[src/design/qmm_pkg.sv]
// Package for the quaternion model matrix block: payload types, constants and helpers.
`default_nettype none
package qmm_pkg;

  localparam int FRAC_BITS = 16;
  localparam logic signed [31:0] QONE  = 32'sd1 <<< FRAC_BITS;
  localparam logic signed [31:0] K_012 = 32'(((64'd12 << FRAC_BITS) + 64'd50) / 64'd100);
  localparam logic signed [31:0] K_065 = 32'(((64'd65 << FRAC_BITS) + 64'd50) / 64'd100);
  localparam logic signed [31:0] K_015 = 32'(((64'd15 << FRAC_BITS) + 64'd50) / 64'd100);
  localparam logic signed [31:0] K_400 = 32'sd4 <<< FRAC_BITS;

  localparam logic [2:0] REG_SIZE_SCALE = 3'd0;
  localparam logic [2:0] REG_ANCHOR     = 3'd1;
  localparam logic [2:0] REG_CENTER_X   = 3'd2;
  localparam logic [2:0] REG_CENTER_Y   = 3'd3;
  localparam logic [2:0] REG_CENTER_Z   = 3'd4;
  localparam logic [2:0] REG_HALF_X     = 3'd5;
  localparam logic [2:0] REG_HALF_Y     = 3'd6;
  localparam logic [2:0] REG_HALF_Z     = 3'd7;

  localparam logic [1:0] ANCHOR_ORIGIN = 2'd1;
  localparam logic [1:0] ANCHOR_BOTTOM = 2'd2;

  typedef struct packed {
    logic signed [31:0] quat_x;
    logic signed [31:0] quat_y;
    logic signed [31:0] quat_z;
    logic signed [31:0] quat_w;
    logic signed [31:0] place_x;
    logic signed [31:0] place_y;
    logic signed [31:0] place_z;
  } qmm_in_t;

  typedef struct packed {
    logic [1:0]         column_index;
    logic signed [31:0] elem_row0;
    logic signed [31:0] elem_row1;
    logic signed [31:0] elem_row2;
    logic [16:0]        elem_row3;
    logic               last_column;
  } qmm_out_t;

  typedef struct packed {
    logic [30:0]        size_scale;
    logic [1:0]         anchor_mode;
    logic signed [31:0] ctr_x;
    logic signed [31:0] ctr_y;
    logic signed [31:0] ctr_z;
    logic signed [31:0] half_x;
    logic signed [31:0] half_y;
    logic signed [31:0] half_z;
  } qmm_cfg_t;

  // Q product with flooring shift; arithmetic shift of an exact product floors.
  function automatic logic signed [47:0] mulq(input logic signed [31:0] a,
                                              input logic signed [31:0] b);
    logic signed [63:0] p;
    p = 64'(a) * 64'(b);
    return 48'(p >>> FRAC_BITS);
  endfunction

  function automatic logic signed [31:0] sat32(input logic signed [49:0] x);
    if (x > 50'sh7FFF_FFFF) return 32'sh7FFF_FFFF;
    if (x < -50'sh8000_0000) return -32'sh8000_0000;
    return 32'(x);
  endfunction

endpackage
`default_nettype wire

[src/design/qmm_serial.sv]
// Output serializer: holds one finished matrix and sends it a column per item.
`default_nettype none
module qmm_serial import qmm_pkg::*; (
  input  wire logic        clk,
  input  wire logic        rst_n,
  input  wire logic        mat_v,
  input  wire logic signed [31:0] mat_d [4][3],
  output logic             mat_take,
  output logic             out_valid,
  input  wire logic        out_ready,
  output qmm_out_t         out_data
);

  logic        full_r;
  logic [1:0]  col_r;
  logic signed [31:0] buf_r [4][3];
  logic        done;

  assign done     = full_r && out_ready && (col_r == 2'd3);
  assign mat_take = !full_r || done;

  always_ff @(posedge clk) begin
    if (!rst_n) begin
      full_r <= 1'b0;
      col_r  <= '0;
    end else begin
      if (full_r && out_ready) col_r <= col_r + 2'd1;
      if (mat_take) full_r <= mat_v;
    end
  end

  always_ff @(posedge clk) begin
    if (mat_take && mat_v) buf_r <= mat_d;
  end

  always_comb begin
    out_data.column_index = col_r;
    out_data.elem_row0    = buf_r[col_r][0];
    out_data.elem_row1    = buf_r[col_r][1];
    out_data.elem_row2    = buf_r[col_r][2];
    out_data.elem_row3    = (col_r == 2'd3) ? 17'(QONE) : 17'd0;
    out_data.last_column  = (col_r == 2'd3);
  end

  assign out_valid = full_r;

endmodule
`default_nettype wire

[config.mk]
export PLATFORM = sky130hd
export DESIGN_NAME = qmm_serial
export DESIGN_NICKNAME = d
export VERILOG_FILES = /design/src/design/qmm_pkg.sv /design/src/design/qmm_serial.sv
export SDC_FILE = /design/constraint.sdc
export NUM_CORES = 1
export LEC_CHECK = 0
export ABC_AREA = 1
export BUFFER_PORTS_ARGS = -buffer_cell sky130_fd_sc_hd__buf_4
export CORE_AREA = 4 4 193 195
export DETAILED_ROUTE_END_ITERATION = 12
export DIE_AREA = 0 0 197 199
export GPL_TIMING_DRIVEN = 0
export PLACE_DENSITY_LB_ADDON = 0.2
export SYNTH_ARGS = -nofsm -noshare
export SYNTH_HDL_FRONTEND = slang
export SYNTH_SLANG_ARGS = --single-unit
[constraint.sdc]
create_clock -name clk -period 43.5 [get_ports clk]
set_clock_uncertainty 0.2 [all_clocks]
set_input_delay 2.175 -clock clk [delete_from_list [all_inputs] [get_ports clk]]
set_output_delay 2.175 -clock clk [all_outputs]
set_load 0.01 [all_outputs]
* After elaboration in Yosys (flattened, before gate mapping)
Index checks and enable logic that the tools add are counted.
Storage, ports and cells: flip-flop bits (word level) 387, input port bits 388, output and inout bits 118, word-level logic and storage cells 27
Operators by class: $add $sub $neg 1, magnitude comparators 1, equal/unequal tests 1, mux-type cells 4, bitwise gates (word level) 1, reduce and logical (&&, ||, !) cells 5
Operators with widths (count):
- 96-bit binary-select mux with 2-bit select | 1
- 96-bit two-way mux | 2
- 17-bit two-way mux | 1
- 3-bit >= comparator (second input constant) | 1
- 1-bit logical AND | 3
- 2-bit inverter with 3-bit output | 1
- 2-bit by 1-bit adder with 2-bit output (second input constant) | 1
- 2-bit == test (second input constant) | 1
- 1-bit logical NOT | 1
- 1-bit logical OR | 1

* Logic depth before layout (Yosys ltp)
depth in word-level cells 4, depth in mapped cells 7, depth with buffers taken out 4

* Worst setup path after synthesis
Ideal clock, no wire load.
path kind input -> register, start input port out_ready, end register buf_r[0] (netlist name) (enable), library setup time 1.259 ns, data arrival time 20.667 ns, path slack 21.374 ns, stages on the path 2, buffers on the path 0, cells stage by stage nand2_1 > a21oi_1
On the way: word-level cells in the longest chain between the ends 4
RTL lines:
- start, declared | RTL line qmm_serial.sv:10 | input wire logic out_ready,
- 1-bit logical AND (2 in series) | RTL line qmm_serial.sv:19 | assign done = full_r && out_ready && (col_r == 2'd3);
- 1-bit logical OR | RTL line qmm_serial.sv:20 | assign mat_take = !full_r || done;
- 1-bit logical AND | RTL line qmm_serial.sv:33 | if (mat_take && mat_v) buf_r <= mat_d;
- end signal, assigned | RTL line qmm_serial.sv:33
- end, declared | RTL line qmm_serial.sv:16 | logic signed [31:0] buf_r [4][3];
Every way passes these cells. A chain may end at the register's enable or synchronous reset.

* Final worst setup path
start input port out_ready, end output port mat_take
On the way: word-level cells in the longest chain between the ends 3
RTL lines:
- 1-bit logical AND (2 in series) | RTL line qmm_serial.sv:19
- 1-bit logical OR | RTL line qmm_serial.sv:20
- end, declared | RTL line qmm_serial.sv:8 | output logic mat_take,
Every way passes these cells.

==> results.cfg <==
[outcome]
outcome = finished, final reports clean

[timing]
post-route-min-period_ns = 5.03
fin_crit_sh_pct = 11.6
final-hold-violation-count = 0
slew_violations = 0
rsz0062_at_grt = false
relSlewSlack_pct = 59.7
setup-violations-final = 0
setup_tns_ns = 0
worst_pin_slew_ns = 0.605
fmax_mhz = 199

[cells_and_area]
area_growth_pct = 36.2
layout_commonest_cell = buf_4
multiInputGateArea_sq_um = 2900
postLayoutCoreUtil_pct = 63.4
drive_gt1_share_pct = 29.9
fill_cells = 2775
final_cells = 2599
seqCellArea_sq_um = 11600
nets = 2496
layout_common_cells = buf_4, nand2_1, inv_1, edfxtp_1, nand3_1
finalInstanceArea_sq_um = 22400

[routing]
routed_wl_um = 45400
drc = 0
firstDrtPassIters = 5
drt_iter0_markers = 589
via_count = 12000
wl_per_cell_um = 17.5
vias_per_cell = 4.61
antenna_left = 0

[die]
die_area_sq_um = 39200
rows = 69
die_h_um = 199
num_io_pins = 506
die-width_um = 197
start_util_pct = 46.5
design.core.area_sq_um = 35400

[clock_tree]
cts_tree = yes
cts_max_path_buffers = 3
clockRootBuffer = clkbuf_16
cts_resized = 0
clkTransAtPathRegs_ns = 0.06
numCtsBuffers = 43
cts.sinks = 387
ctsHoldBuffers = 0
cts_max_level = 2
post-cts-setup-buffer-count = 0
clock_latency_ns = 0.55

[grt]
grt_use_total_pct = 22.3
grt_start_max_net_pins = 34
gr-total-overflow = 0
grt_pass1_vias = 11900
antenna_found_initial = 2
grt_first_pass_wirelength_um = 65500

[worst_setup_path]
crit_path_end_kind = output pin
cp.arrival_ns = 2.66
required_ns = 41.12
cp_max_fo = 3
worst-setup-path-type = in2out
crit_path_start_kind = primary input

[yosys]
seq_area_frac_synth_pct = 70.4
yosysUniqueCellTypes = 14
synthCells = 1543
mappedNetlistArea_sq_um = 16500
ys_warn_count = 0
syn_avg_cell_area_sq_um = 10.7
ys_ff_latch = 387

[place]
dp_cells = 2523
hpwl_um = 34200
gp_congestion = 0.856
numPortBuffers = 489
place_area_sq_um = 21200

[run]
maxCapViolations = 0

[power]
p_leak_nw = 11.0
power_density_nw_per_um2 = 40.1
ir_worst_vdd_v = 0.0000411

[worst_hold_path]
hold_class = reg2reg
state kept, by name (all words and copies together) (netlist names):
| register | count |
|---|---|
| buf_r | 384 |
| col_r | 2 |
| out_valid | 1 |
report_power, final:
part           switching (W)  leakage (nW)  internal, W
Combinational      0.0000637          6.66    0.0000597
Sequential        0.00000505          3.68     0.000436
Clock               0.000142         0.619     0.000193
per-stage QoR:
step	hold slack [ns]	total power, W	setup WS (ns)
2_1_floorplan	0.364	0.000518	21.37
3_3_place_gp	0.323	0.000587	14.34
3_5_place_dp	0.371	0.000573	38.47
4_1_cts	0.384	0.000909	38.47
5_1_grt	0.421	0.000936	38.43
6_report	0.399	0.000899	38.47
final timing paths:
kind,startpoint,endpoint,slack [ns],cells after the start
worst max-delay path,out_ready,mat_take,38.47,4
worst min-delay path,out_valid$_SDFFE_PN0P_,out_valid$_SDFFE_PN0P_,0.40,2
worst max register to register,col_r[0]$_SDFFE_PN0P_,buf_r[365]$_DFFE_PP_,40.82,7
worst min register to register,out_valid$_SDFFE_PN0P_,out_valid$_SDFFE_PN0P_,0.40,2
kinds of logic after synthesis:
family,after synthesis,share of synthesized area (%)
flip-flops,387,70.4
AND/OR/NAND/NOR,683,17.0
AO/OA/AOI/OAI,2,0.0608
other,1,0.0228
buffers and inverters,469,12.5
adder cells (fa/ha/maj),1,0.0759
critical path: stages:
cell and delay (ns):
buf_4 0.12, nand2_1 0.11, nand2_1 0.09, buf_4 0.16
layout make-up:
type	count	area share [%]
diodes	1	0.0112
plain buffers	81	2.63
clock buffers	52	4.95
clock inverters	23	0.759
inverters	388	6.51
multi-input cells	702	12.9
flip-flops and latches	387	51.7
well taps	461	2.57
repair buffers	504	18.0
synth_stat cells:
master	count	area share, %
edfxtp_1	384	70
ha_1	1	0.076
inv_4	2	0.076
buf_4	24	1.1
buf_2	31	0.94
inv_1	386	8.8
buf_6	21	1.4
nor2_1	3	0.068
conb_1	1	0.023
nand3_1	193	5.9
clkbuf_1	5	0.11
dfxtp_1	3	0.36
nand2_1	487	11
a21oi_1	2	0.061
routing by layer:
layer	wire length, um	vias to the layer above	share of wire [%]	global-route usage, %
li1	-	5908	-	-
met1	16000	5459	35	25.1
met2	22900	504	50	38.8
met3	4390	110	9.7	7.11
met4	2120	2	4.7	10.2
met5	15	-	0.033	0
Note: power is estimated with default switching activity, not from simulation.
