[src/design/qmm_pkg.sv]
// Package for the quaternion model matrix block: payload types, constants and helpers.
`default_nettype none
package qmm_pkg;

  localparam int FRAC_BITS = 16;
  localparam logic signed [31:0] QONE  = 32'sd1 <<< FRAC_BITS;
  localparam logic signed [31:0] K_012 = 32'(((64'd12 << FRAC_BITS) + 64'd50) / 64'd100);
  localparam logic signed [31:0] K_065 = 32'(((64'd65 << FRAC_BITS) + 64'd50) / 64'd100);
  localparam logic signed [31:0] K_015 = 32'(((64'd15 << FRAC_BITS) + 64'd50) / 64'd100);
  localparam logic signed [31:0] K_400 = 32'sd4 <<< FRAC_BITS;

  localparam logic [2:0] REG_SIZE_SCALE = 3'd0;
  localparam logic [2:0] REG_ANCHOR     = 3'd1;
  localparam logic [2:0] REG_CENTER_X   = 3'd2;
  localparam logic [2:0] REG_CENTER_Y   = 3'd3;
  localparam logic [2:0] REG_CENTER_Z   = 3'd4;
  localparam logic [2:0] REG_HALF_X     = 3'd5;
  localparam logic [2:0] REG_HALF_Y     = 3'd6;
  localparam logic [2:0] REG_HALF_Z     = 3'd7;

  localparam logic [1:0] ANCHOR_ORIGIN = 2'd1;
  localparam logic [1:0] ANCHOR_BOTTOM = 2'd2;

  typedef struct packed {
    logic signed [31:0] quat_x;
    logic signed [31:0] quat_y;
    logic signed [31:0] quat_z;
    logic signed [31:0] quat_w;
    logic signed [31:0] place_x;
    logic signed [31:0] place_y;
    logic signed [31:0] place_z;
  } qmm_in_t;

  typedef struct packed {
    logic [1:0]         column_index;
    logic signed [31:0] elem_row0;
    logic signed [31:0] elem_row1;
    logic signed [31:0] elem_row2;
    logic [16:0]        elem_row3;
    logic               last_column;
  } qmm_out_t;

  typedef struct packed {
    logic [30:0]        size_scale;
    logic [1:0]         anchor_mode;
    logic signed [31:0] ctr_x;
    logic signed [31:0] ctr_y;
    logic signed [31:0] ctr_z;
    logic signed [31:0] half_x;
    logic signed [31:0] half_y;
    logic signed [31:0] half_z;
  } qmm_cfg_t;

  // Q product with flooring shift; arithmetic shift of an exact product floors.
  function automatic logic signed [47:0] mulq(input logic signed [31:0] a,
                                              input logic signed [31:0] b);
    logic signed [63:0] p;
    p = 64'(a) * 64'(b);
    return 48'(p >>> FRAC_BITS);
  endfunction

  function automatic logic signed [31:0] sat32(input logic signed [49:0] x);
    if (x > 50'sh7FFF_FFFF) return 32'sh7FFF_FFFF;
    if (x < -50'sh8000_0000) return -32'sh8000_0000;
    return 32'(x);
  endfunction

endpackage
`default_nettype wire

[src/design/qmm_scale.sv]
// Configuration registers and the sequential divider that derives the uniform scale.
`default_nettype none
module qmm_scale import qmm_pkg::*; (
  input  wire logic        clk,
  input  wire logic        rst_n,
  input  wire logic        cfg_valid,
  input  wire logic [2:0]  cfg_index,
  input  wire logic [31:0] cfg_data,
  output qmm_cfg_t         cfg_q,
  output logic signed [31:0] scale_q,
  output logic             scale_ok
);

  qmm_cfg_t cfg_r;
  logic [5:0]  cnt_r;
  logic        busy_r, start_r;
  logic [48:0] num_r;
  logic [32:0] den_r;
  logic [32:0] rem_r;
  logic [48:0] quo_r;
  logic signed [31:0] scale_r;

  logic signed [33:0] hmax, ext;
  logic [30:0] sz;
  logic [33:0] rem_sh;

  always_ff @(posedge clk) begin
    if (!rst_n) begin
      cfg_r.size_scale  <= 31'(QONE);
      cfg_r.anchor_mode <= '0;
      cfg_r.ctr_x <= '0; cfg_r.ctr_y <= '0; cfg_r.ctr_z <= '0;
      cfg_r.half_x <= QONE; cfg_r.half_y <= QONE; cfg_r.half_z <= QONE;
      start_r <= 1'b1;
    end else begin
      start_r <= cfg_valid;
      if (cfg_valid) begin
        case (cfg_index)
          REG_SIZE_SCALE: cfg_r.size_scale  <= cfg_data[30:0];
          REG_ANCHOR:     cfg_r.anchor_mode <= cfg_data[1:0];
          REG_CENTER_X:   cfg_r.ctr_x <= cfg_data;
          REG_CENTER_Y:   cfg_r.ctr_y <= cfg_data;
          REG_CENTER_Z:   cfg_r.ctr_z <= cfg_data;
          REG_HALF_X:     cfg_r.half_x <= cfg_data;
          REG_HALF_Y:     cfg_r.half_y <= cfg_data;
          REG_HALF_Z:     cfg_r.half_z <= cfg_data;
          default: ;
        endcase
      end
    end
  end

  always_comb begin
    hmax = 34'(cfg_r.half_x);
    if (34'(cfg_r.half_y) > hmax) hmax = 34'(cfg_r.half_y);
    if (34'(cfg_r.half_z) > hmax) hmax = 34'(cfg_r.half_z);
    ext = hmax <<< 1;
    if (ext < 34'sd1) ext = 34'sd1;
    sz = (cfg_r.size_scale == '0) ? 31'd1 : cfg_r.size_scale;
    rem_sh = {rem_r, num_r[48]};
  end

  // Restoring divider, one quotient bit per cycle over 49 numerator bits.
  always_ff @(posedge clk) begin
    if (!rst_n) begin
      busy_r <= 1'b0;
      cnt_r  <= '0;
    end else if (start_r) begin
      busy_r <= 1'b1;
      cnt_r  <= 6'd49;
      num_r  <= 49'(sz) << (FRAC_BITS + 1);
      den_r  <= 33'(ext);
      rem_r  <= '0;
      quo_r  <= '0;
    end else if (busy_r) begin
      num_r <= num_r << 1;
      if (rem_sh >= 34'(den_r)) begin
        rem_r <= 33'(rem_sh - 34'(den_r));
        quo_r <= {quo_r[47:0], 1'b1};
      end else begin
        rem_r <= rem_sh[32:0];
        quo_r <= {quo_r[47:0], 1'b0};
      end
      cnt_r <= cnt_r - 6'd1;
      if (cnt_r == 6'd1) busy_r <= 1'b0;
    end
  end

  always_ff @(posedge clk) begin
    if (busy_r == 1'b0 && start_r == 1'b0)
      scale_r <= (quo_r > 49'h7FFF_FFFF) ? 32'sh7FFF_FFFF : 32'(quo_r);
  end

  assign cfg_q    = cfg_r;
  assign scale_q  = scale_r;
  assign scale_ok = !busy_r && !start_r;

endmodule
`default_nettype wire

[config.mk]
export PLATFORM = sky130hd
export DESIGN_NAME = qmm_scale
export DESIGN_NICKNAME = d
export VERILOG_FILES = /design/src/design/qmm_pkg.sv /design/src/design/qmm_scale.sv
export SDC_FILE = /design/constraint.sdc
export NUM_CORES = 1
export LEC_CHECK = 0
export BUFFER_PORTS_ARGS = -buffer_cell sky130_fd_sc_hd__buf_2
export CAP_MARGIN = 20
export CELL_PAD_IN_SITES_DETAIL_PLACEMENT = 0
export CELL_PAD_IN_SITES_GLOBAL_PLACEMENT = 1
export CORE_MARGIN = 10
export CORE_UTILIZATION = 48
export CTS_CLUSTER_SIZE = 40
export DETAILED_ROUTE_END_ITERATION = 8
export GPL_TIMING_DRIVEN = 0
export MAX_ROUTING_LAYER = met4
export PLACE_DENSITY = 0.93
export SKIP_LAST_GASP = 1
export SLEW_MARGIN = 10
export SYNTH_ARGS = -nofsm -noshare
export SYNTH_HDL_FRONTEND = slang
export SYNTH_SLANG_ARGS = --single-unit
export TNS_END_PERCENT = 1
[constraint.sdc]
create_clock -name clk -period 15.24 [get_ports clk]
set_input_delay 1.524 -clock clk [delete_from_list [all_inputs] [get_ports clk]]
set_output_delay 1.524 -clock clk [all_outputs]
set_load 0.05 [all_outputs]
# ---- Yosys cells after proc, flatten, opt, wreduce, memory -nomap -nowiden
# Index checks and enable logic that the tools add are counted.
dict set report totals {
  ff_bits 428
  inputBits 38
  out_inout_bits 258
  elab_cells 70
}
dict set report classes {
  add_sub_neg 2
  magnitude_cmp 5
  n_eq_ne 8
  n_mux 15
  n_bitwise 3
  n_reduce_logical 18
}
# operator count
set ops {}
lappend ops {{2-to-1 mux 33 bit} 3}
lappend ops {{2-to-1 mux 49 bit} 2}
lappend ops {{> comparator 49 x 31 -> 1 bit (second input constant)} 1}
lappend ops {{2-to-1 mux 48 bit} 1}
lappend ops {{greater-or-equal comparator 34 x 33 -> 1 bit} 1}
lappend ops {{> comparator 32 x 34 -> 1 bit} 1}
lappend ops {{< comparator 34 x 2 -> 1 bit (second input constant)} 1}
lappend ops {{2-to-1 mux 34 bit} 1}
lappend ops {{subtractor 33 bit} 1}
lappend ops {{> comparator 32 bit} 1}
lappend ops {{logical NOT 31 bit} 1}
lappend ops {{2-to-1 mux 31 bit} 1}
lappend ops {{AND reduction 2 bit} 10}
lappend ops {{== test 3 bit (second input constant)} 4}
lappend ops {{2-to-1 mux 6 bit} 2}
lappend ops {{== test 3 x 2 -> 1 bit (second input constant)} 2}
lappend ops {{== test 6 x 1 -> 1 bit (second input constant)} 1}
lappend ops {{subtractor 6 x 1 -> 6 bit (second input constant)} 1}
lappend ops {{2-to-1 mux 1 bit} 5}
lappend ops {{== test 3 x 1 -> 1 bit (second input constant)} 1}
lappend ops {{logical NOT 3 bit} 1}
lappend ops {{inverter 1 bit} 3}
lappend ops {{logical AND 1 bit} 2}
lappend ops {{logical NOT 1 bit} 2}
lappend ops {{2 further kinds} 2}

# ---- Logic depth before layout (Yosys ltp)
# Gate-level depths: netlist of the first run.
dict set report depth {
  word_depth 6
  depth_mapped 24
}

# ---- Least setup slack after synthesis of the first run
# Ideal clock, no wire load.
dict set report synth_path {
  path_type {input -> register}
  startpoint {input rst_n}
  endpoint {register num_r[17], enable pin}
  setup_ns 0.602
  arrival_time_ns 7.071
  required_time_ns 14.638
  slack_ns 7.568
  stages 3
  path_cell_list {clkbuf_1 clkbuf_1 nor2b_1}
}
dict set report synth_via {
  elab_chain_len 1
}
# item line_no
set synth_rtl {}
lappend synth_rtl {{start: declaration} qmm_scale.sv:5} ;# input wire logic rst_n,
lappend synth_rtl {{AND reduction 2 bit (no line)} --}
lappend synth_rtl {{end signal: assignment} qmm_scale.sv:70} ;# num_r <= 49'(sz) << (FRAC_BITS + 1);
lappend synth_rtl {{end signal: assignment} qmm_scale.sv:75} ;# num_r <= num_r << 1;
lappend synth_rtl {{end: declaration} qmm_scale.sv:17} ;# logic [48:0] num_r;
# No other way between the ends.
# A chain may end at the register's enable or synchronous reset.

# ---- Final worst setup path of the first run
dict set report layout_path {
  startpoint {register cfg_r, in the netlist cfg_q[89]}
  endpoint {register den_r[30] (data pin)}
}
dict set report layout_via {
  elab_chain_len 5
}
# item line_no
set layout_rtl {}
lappend layout_rtl {{start: declaration} qmm_scale.sv:14} ;# qmm_cfg_t cfg_r;
lappend layout_rtl {{> comparator 32 bit} qmm_scale.sv:54} ;# if (34'(cfg_r.half_y) > hmax) hmax = 34'(cfg_r.half_y);
lappend layout_rtl {{2-to-1 mux 34 bit *} qmm_scale.sv:54}
lappend layout_rtl {{> comparator 32 x 34 -> 1 bit} qmm_scale.sv:55} ;# if (34'(cfg_r.half_z) > hmax) hmax = 34'(cfg_r.half_z);
lappend layout_rtl {{2-to-1 mux 33 bit *} qmm_scale.sv:55}
lappend layout_rtl {{< comparator 34 x 2 -> 1 bit} qmm_scale.sv:57} ;# if (ext < 34'sd1) ext = 34'sd1;
lappend layout_rtl {{end signal: assignment} qmm_scale.sv:71} ;# den_r <= 33'(ext);
lappend layout_rtl {{end: declaration} qmm_scale.sv:18} ;# logic [32:0] den_r;
# Mark *: on every way between the ends. The rest lies on a longest branch, timed or not.

==> impl_metrics.toml, run 1 <==
[worst_setup_path]
cp_max_fo = 10
arrival_ns = 6.59
cp_data_required_time_ns = 15.64
start_kind = "flip-flop"
worst-setup-path-type = "reg -> reg"
rrSetupSlack_ns = 9.04
cp-end-kind = "flip-flop"

[route]
totalWireLength_um = 65200
ant_nets = 0
drtIter0Drc = 1368
routedWlPerCell_um = 21.7
via_per_inst = 5.62
drcViolationCount = 0
firstDrtPassIters = 5
via_count = 16900

[timing]
fin_crit_ns = 6.20
final.setup.tns_ns = 0
setup_viol = 0
slew_viol_final = 0
fin_skew_ns = 0.0112
rsz0062_at_grt = "no"
max_freq_ghz = 0.161
slew_headroom_pct = 47.8
worst_pin_slew_ns = 0.778
fin_crit_sh_pct = 40.7
whs_ns = 0.463
fin_ws_ns = 9.04
hold_viol = 0

[global_routing]
grt_pass1_vias = 16500
grt_use_total_pct = 25.9
grt-ovfl-total = 0
grt_pass1_wl_um = 98600
antenna_found_initial = 3
grt_max_degree = 34

[power_and_ir_drop]
power_frac_clock_pct = 34.7
p_seq_share_pct = 40.9
power.internal_mw = 2.14
power_density_nw_per_um2 = 132
combPwrFrac_pct = 24.4
power_leakage_nw = 9.54
p_sw_share_pct = 31.5
max-vdd-ir-drop_v = 0.0000824
p_sw_mw = 0.981

[place]
hpwl_um = 49600
gp_congestion = 0.970
dp_slack_ns = 9.12
io_buffers = 290

[layout]
multi_input_area_um2 = 9060
nets = 2566
synthToLayoutAreaGrowth_pct = 18.8
n_fill_cell = 3587
drive_gt1_share_pct = 17.6
regArea_um2 = 10000
utilization_pct = 57.8

[floorplan]
ioPinCount = 296
die_w_um = 224
die-area_um2 = 50000
rows = 74
die_h_um = 224
core_area_um2 = 40900
start_util_pct = 48.6

[logic_synthesis]
netlist.top_cell.by_area = "edfxtp_1"
synth_top_area_share_pct = 27.0
synthFlopType = "dfxtp_1"
yosysUniqueCellTypes = 70
ys_seq_area_share_pct = 50.4
ys_seq_elements = 412
synthCells = 2086
synth_enable_flop_cells = 179
syn_area_um2 = 19900
yosysWarnings = 0
synthArstFlopShare_pct = 0
avgSynthCellArea_um2 = 9.54
yosys-top-cells-area = "edfxtp_1, dfxtp_1, nand2_1"

[outcome]
status = "complete, no violations"

[clock_tree]
htreeDepth = 2
cts_sinks = 412
cts_buffer_depth = 3
insertion_delay_ns = 0.58
cts_hold_buffers = 0
cts_root_buf = "clkbuf_16"
cts_tree = "done"
clk_pin_slew_ns = 0.06
postCtsSetupRepairBufs = 0
cts_made_buffers = 43
post_cts_resize_count = 0

[flow_run]
maxCapViolCount = 0

[worst_hold_path]
hold_path.class = "reg -> reg"
power groups by stage:
| stage | combinational [mW] | sequential, mW | clock, mW |
|---|---|---|---|
| after CTS | 0.753 | 1.28 | 1.09 |
| after detailed placement | 0.749 | 1.30 | 0 |
| final | 0.760 | 1.28 | 1.08 |
| after floorplan | 0.512 | 1.34 | 0 |
| after global placement | 0.730 | 1.30 | 0 |
| after global routing | 0.837 | 1.28 | 1.14 |
synth_stat cells, types with 4 or more instances:
cell / number
nand4_1: 25
nand2_1: 488
a31oi_1: 6
nand2b_1: 41
nor2_1: 106
nor2b_1: 64
a221oi_1: 4
o21ai_0: 35
nor4b_1: 5
o211ai_1: 5
o21a_1: 8
or2_2: 4
ha_1: 99
nor4_1: 30
inv_1: 86
dfxtp_1: 233
a21o_1: 25
clkbuf_1: 92
edfxtp_1: 179
a21boi_0: 226
a21oi_1: 63
a211oi_1: 36
buf_2: 12
nor3_1: 25
nand3_1: 30
buf_4: 5
xor2_1: 12
xnor2_1: 12
mux2_2: 31
mux2i_1: 35
layer usage:
layer,track usage [%],wire [um],up-vias
met5,-,0,-
met4,7.65,1900,0
met3,6.02,5530,113
met2,41.2,30400,672
met1,32.3,27400,8098
li1,-,-,7970
critical path, stage by stage, from the launching register on:
cell      delay (ns)
dfxtp_1         0.55
inv_1           0.09
ha_1            0.30
nand4_1         0.14
nor4_1          0.43
nand2_1         0.18
nor3_1          0.25
nor4_1          0.08
nor3_1          0.18
buf_4           0.26
buf_6           0.20
buf_6           0.19
mux2i_1         0.34
ha_1            0.31
a21o_1          0.16
a21o_1          0.17
a21oi_1         0.14
o21ai_0         0.10
a221oi_1        0.41
nand3_1         0.16
o21ai_1         0.24
clkbuf_1        0.44
clkbuf_1        0.36
nor2_1          0.08
a211oi_1        0.24
cells by family after synthesis:
kind of cell             synth area share (%)
adder cells (fa/ha/maj)                  6.33
AO/OA/AOI/OAI                            16.0
buffers and inverters                    4.10
flip-flops                               50.4
XOR/XNOR                                 1.06
AND/OR/NAND/NOR                          18.5
multiplexers                             3.51
other                                  0.0188
cell type report:
cell class | count | share of cell area (%)
diodes | 5 | 0.0529
plain buffers | 116 | 2.09
clock buffers | 54 | 4.98
clock inverters | 26 | 1.16
inverters | 86 | 1.37
multi-input cells | 1473 | 38.3
flip-flops and latches | 412 | 42.5
well taps | 532 | 2.82
repair buffers | 296 | 6.72
metrics by stage:
step,std cells,area [um^2],power [mW]
3_3_place_gp,2909,22000,2.03
5_1_grt,2999,23600,3.26
2_1_floorplan,2087,19900,1.85
4_1_cts,2995,23600,3.12
6_report,3000,23600,3.12
3_5_place_dp,2915,22200,2.05
state kept, by name, indices dropped and copies added, names as in the netlist:
signal and cells:
cfg_q 225, quo_r 49, start_r 1, busy_r 1, rem_r 33, scale_q 32, den_r 33, num_r 32
cnt_r 6
placed cells by master, fill, tap and decap left out, drive strengths merged, types with 6 or more instances in the layout:
cell type,count
a211oi,37
a21boi,226
a21o,25
a21oi,64
a31oi,6
buf,319
clkbuf,147
clkinv,17
dfxtp,233
edfxtp,179
ha,99
inv,91
mux2,31
mux2i,35
nand2,488
nand2b,41
nand3,30
nand4,25
nor2,108
nor2b,64
nor3,25
nor4,30
o21a,8
o21ai,38
xnor2,12
xor2,12
path summary, 6_finish.rpt:
check,start,endpoint,cells past startpoint
hold reg to reg,cfg_q[147],cfg_q[147],2
hold / removal,cfg_q[147],cfg_q[147],2
setup reg to reg,cfg_q[89],den_r[30],24
setup / recovery,cfg_q[89],den_r[30],24
No activity file was read; power rests on OpenSTA's default activity.
==> run 2: changes to the inputs <==
--- a/config.mk
+++ b/config.mk
@@ -10,12 +10,12 @@
 export CELL_PAD_IN_SITES_DETAIL_PLACEMENT = 0
 export CELL_PAD_IN_SITES_GLOBAL_PLACEMENT = 1
 export CORE_MARGIN = 10
-export CORE_UTILIZATION = 48
+export CORE_UTILIZATION = 44
 export CTS_CLUSTER_SIZE = 40
 export DETAILED_ROUTE_END_ITERATION = 8
 export GPL_TIMING_DRIVEN = 0
 export MAX_ROUTING_LAYER = met4
-export PLACE_DENSITY = 0.93
+export PLACE_DENSITY = 0.87
 export SKIP_LAST_GASP = 1
 export SLEW_MARGIN = 10
 export SYNTH_ARGS = -nofsm -noshare
==> constraint.sdc (replaced) <==
create_clock -name clk -period 5.78 [get_ports clk]
set_input_delay 0.578 -clock clk [delete_from_list [all_inputs] [get_ports clk]]
set_output_delay 0.578 -clock clk [all_outputs]
set_load 0.05 [all_outputs]
==> impl_metrics.toml, run 2 (synthesized netlist as in run 1, its figures left out) <==
[worst_setup_path]
worst-setup-path-type = "reg -> reg"
start_kind = "flip-flop"
arrival_ns = 5.73
cp-end-kind = "flip-flop"
path_cells = "inv_1, ha_1, nand4_1, nor4_2, o21ai_0, a21oi_1, nor4_1, nor3_1, buf_4, buf_6, buf_6, mux2i_2, ha_1, a21o_1, a21o_1, a21oi_1, o21ai_0, a221oi_2, nand3_1, a21oi_1, nor2_1, a21oi_2, buf_2, a211oi_1"
cp_slowest_cell = "dfxtp_1"
cp_max_fo = 10
critPathBufInv = 5
cp_data_required_time_ns = 6.06
critPathMaxStageDelay_ns = 0.52
critPathTopFamily = "compound AO/OA/AOI/OAI gates"
cp_common_cell = "a21oi_1"

[clock_tree]
cts_sinks = 412
cts_made_buffers = 44
htreeDepth = 2
clk_pin_slew_ns = 0.07
cts_hold_buffers = 0
insertion_delay_ns = 0.59
cts_tree = "done"
cts_root_buf = "clkbuf_16"
cts_buffer_depth = 3

[timing]
slew_headroom_pct = 36.4
fin_skew_ns = 0.0249
rsz0062_at_grt = "yes"
worst_pin_slew_ns = 0.951
hold_viol = 0
whs_ns = 0.289
fin_crit_ns = 5.45
fin_crit_sh_pct = 94.4
setup_viol = 0
max_freq_ghz = 0.183
slew_viol_final = 0

[power_and_ir_drop]
max-vdd-ir-drop_v = 0.000220
power_density_nw_per_um2 = 349
power_leakage_nw = 9.60

[global_routing]
grt_max_degree = 35
grt_pass1_vias = 16600
grt_use_total_pct = 24.5
grt-ovfl-total = 0
grt_pass1_wl_um = 99300
antenna_found_initial = 3

[floorplan]
ioPinCount = 296
die_w_um = 233
rows = 77
start_util_pct = 44.7
die_h_um = 233
core_area_um2 = 44500
die-area_um2 = 54100

[place]
hpwl_um = 50500
gp_congestion = 0.913
io_buffers = 290
place_inst = 2974

[route]
via_per_inst = 5.48
drt-met1-wl_um = 28100
totalWireLength_um = 66800
met2_length_um = 31100
dr_wl_met3_um = 5380
drtIter0Drc = 1178
dr.max_layer_used = "met4"
drcViolationCount = 0
firstDrtPassIters = 5
routedWlPerCell_um = 21.8
via_count = 16800
ant_nets = 0

[outcome]
status = "complete, no violations"

[layout]
largest_reg_flops = 225
synthToLayoutAreaGrowth_pct = 19.8
n_fill_cell = 4076
final_cell_mix = "nand2_1, buf_2, dfxtp_1"
drive_gt1_share_pct = 18.8
final_common_cell = "nand2_1"
nets = 2572
stdcell_count = 3065

[flow_run]
maxCapViolCount = 0

[worst_hold_path]
hold_path.class = "in -> reg"
==> run 2: final cells by class <==
class                           count  area (um^2)  share of cell area (%)
Sequential cell                   412        10000                    42.1
Multi-Input combinational cell   1473         9110                    38.2
Timing Repair Buffer              301         1610                    6.74
Clock buffer                       55         1210                    5.08
Tap cell                          592          741                    3.11
Buffer                            116          524                    2.20
Inverter                           86          323                    1.35
Clock inverter                     27          272                    1.14
Antenna cell                        3         7.51                  0.0315
==> run 2: worst paths after layout <==
path,from,endpoint,slack [ns],depth (start not counted)
setup / recovery,cfg_q[78],den_r[30],0.33,24
hold reg to reg,cfg_q[146],cfg_q[146],0.46,2
hold / removal,cfg_valid,start_r,0.29,2
setup reg to reg,cfg_q[78],den_r[30],0.33,24
==> run 2: metrics by stage <==
stage	area (um^2)	power, mW	utilization, %	worst slack (ns)	setup TNS [ns]
final	23800	8.33	53.6	0.325	0
after global routing	23800	8.70	53.6	-0.0473	-0.598
after CTS	23700	8.30	53.3	0.0297	0
after detailed placement	22200	5.41	50.0	-0.305	-7.35
after global placement	22100	5.37	49.7	-0.280	-7.50
after floorplan	19900	4.88	-	0.654	0
==> run 2: per-layer routing <==
metal  GRT usage [%]  vias up
met5               -        -
met4            8.46        0
met3            5.83      128
met2            38.9      621
met1            30.1     8082
li1                -     7963
==> run 2: report_power, final <==
group / leakage (nW) / internal [mW] / switching (mW)
Combinational: 5.21 / 0.763 / 1.30
Sequential: 3.65 / 3.27 / 0.100
Clock: 0.731 / 1.68 / 1.22
==> run 2: repair_timing <==
action | in CTS | in global routing
endpoints found under the setup margin | 32 | 32
resized for setup | 6 | 20
buffers inserted | 0 | 6
pin swaps | 0 | 1
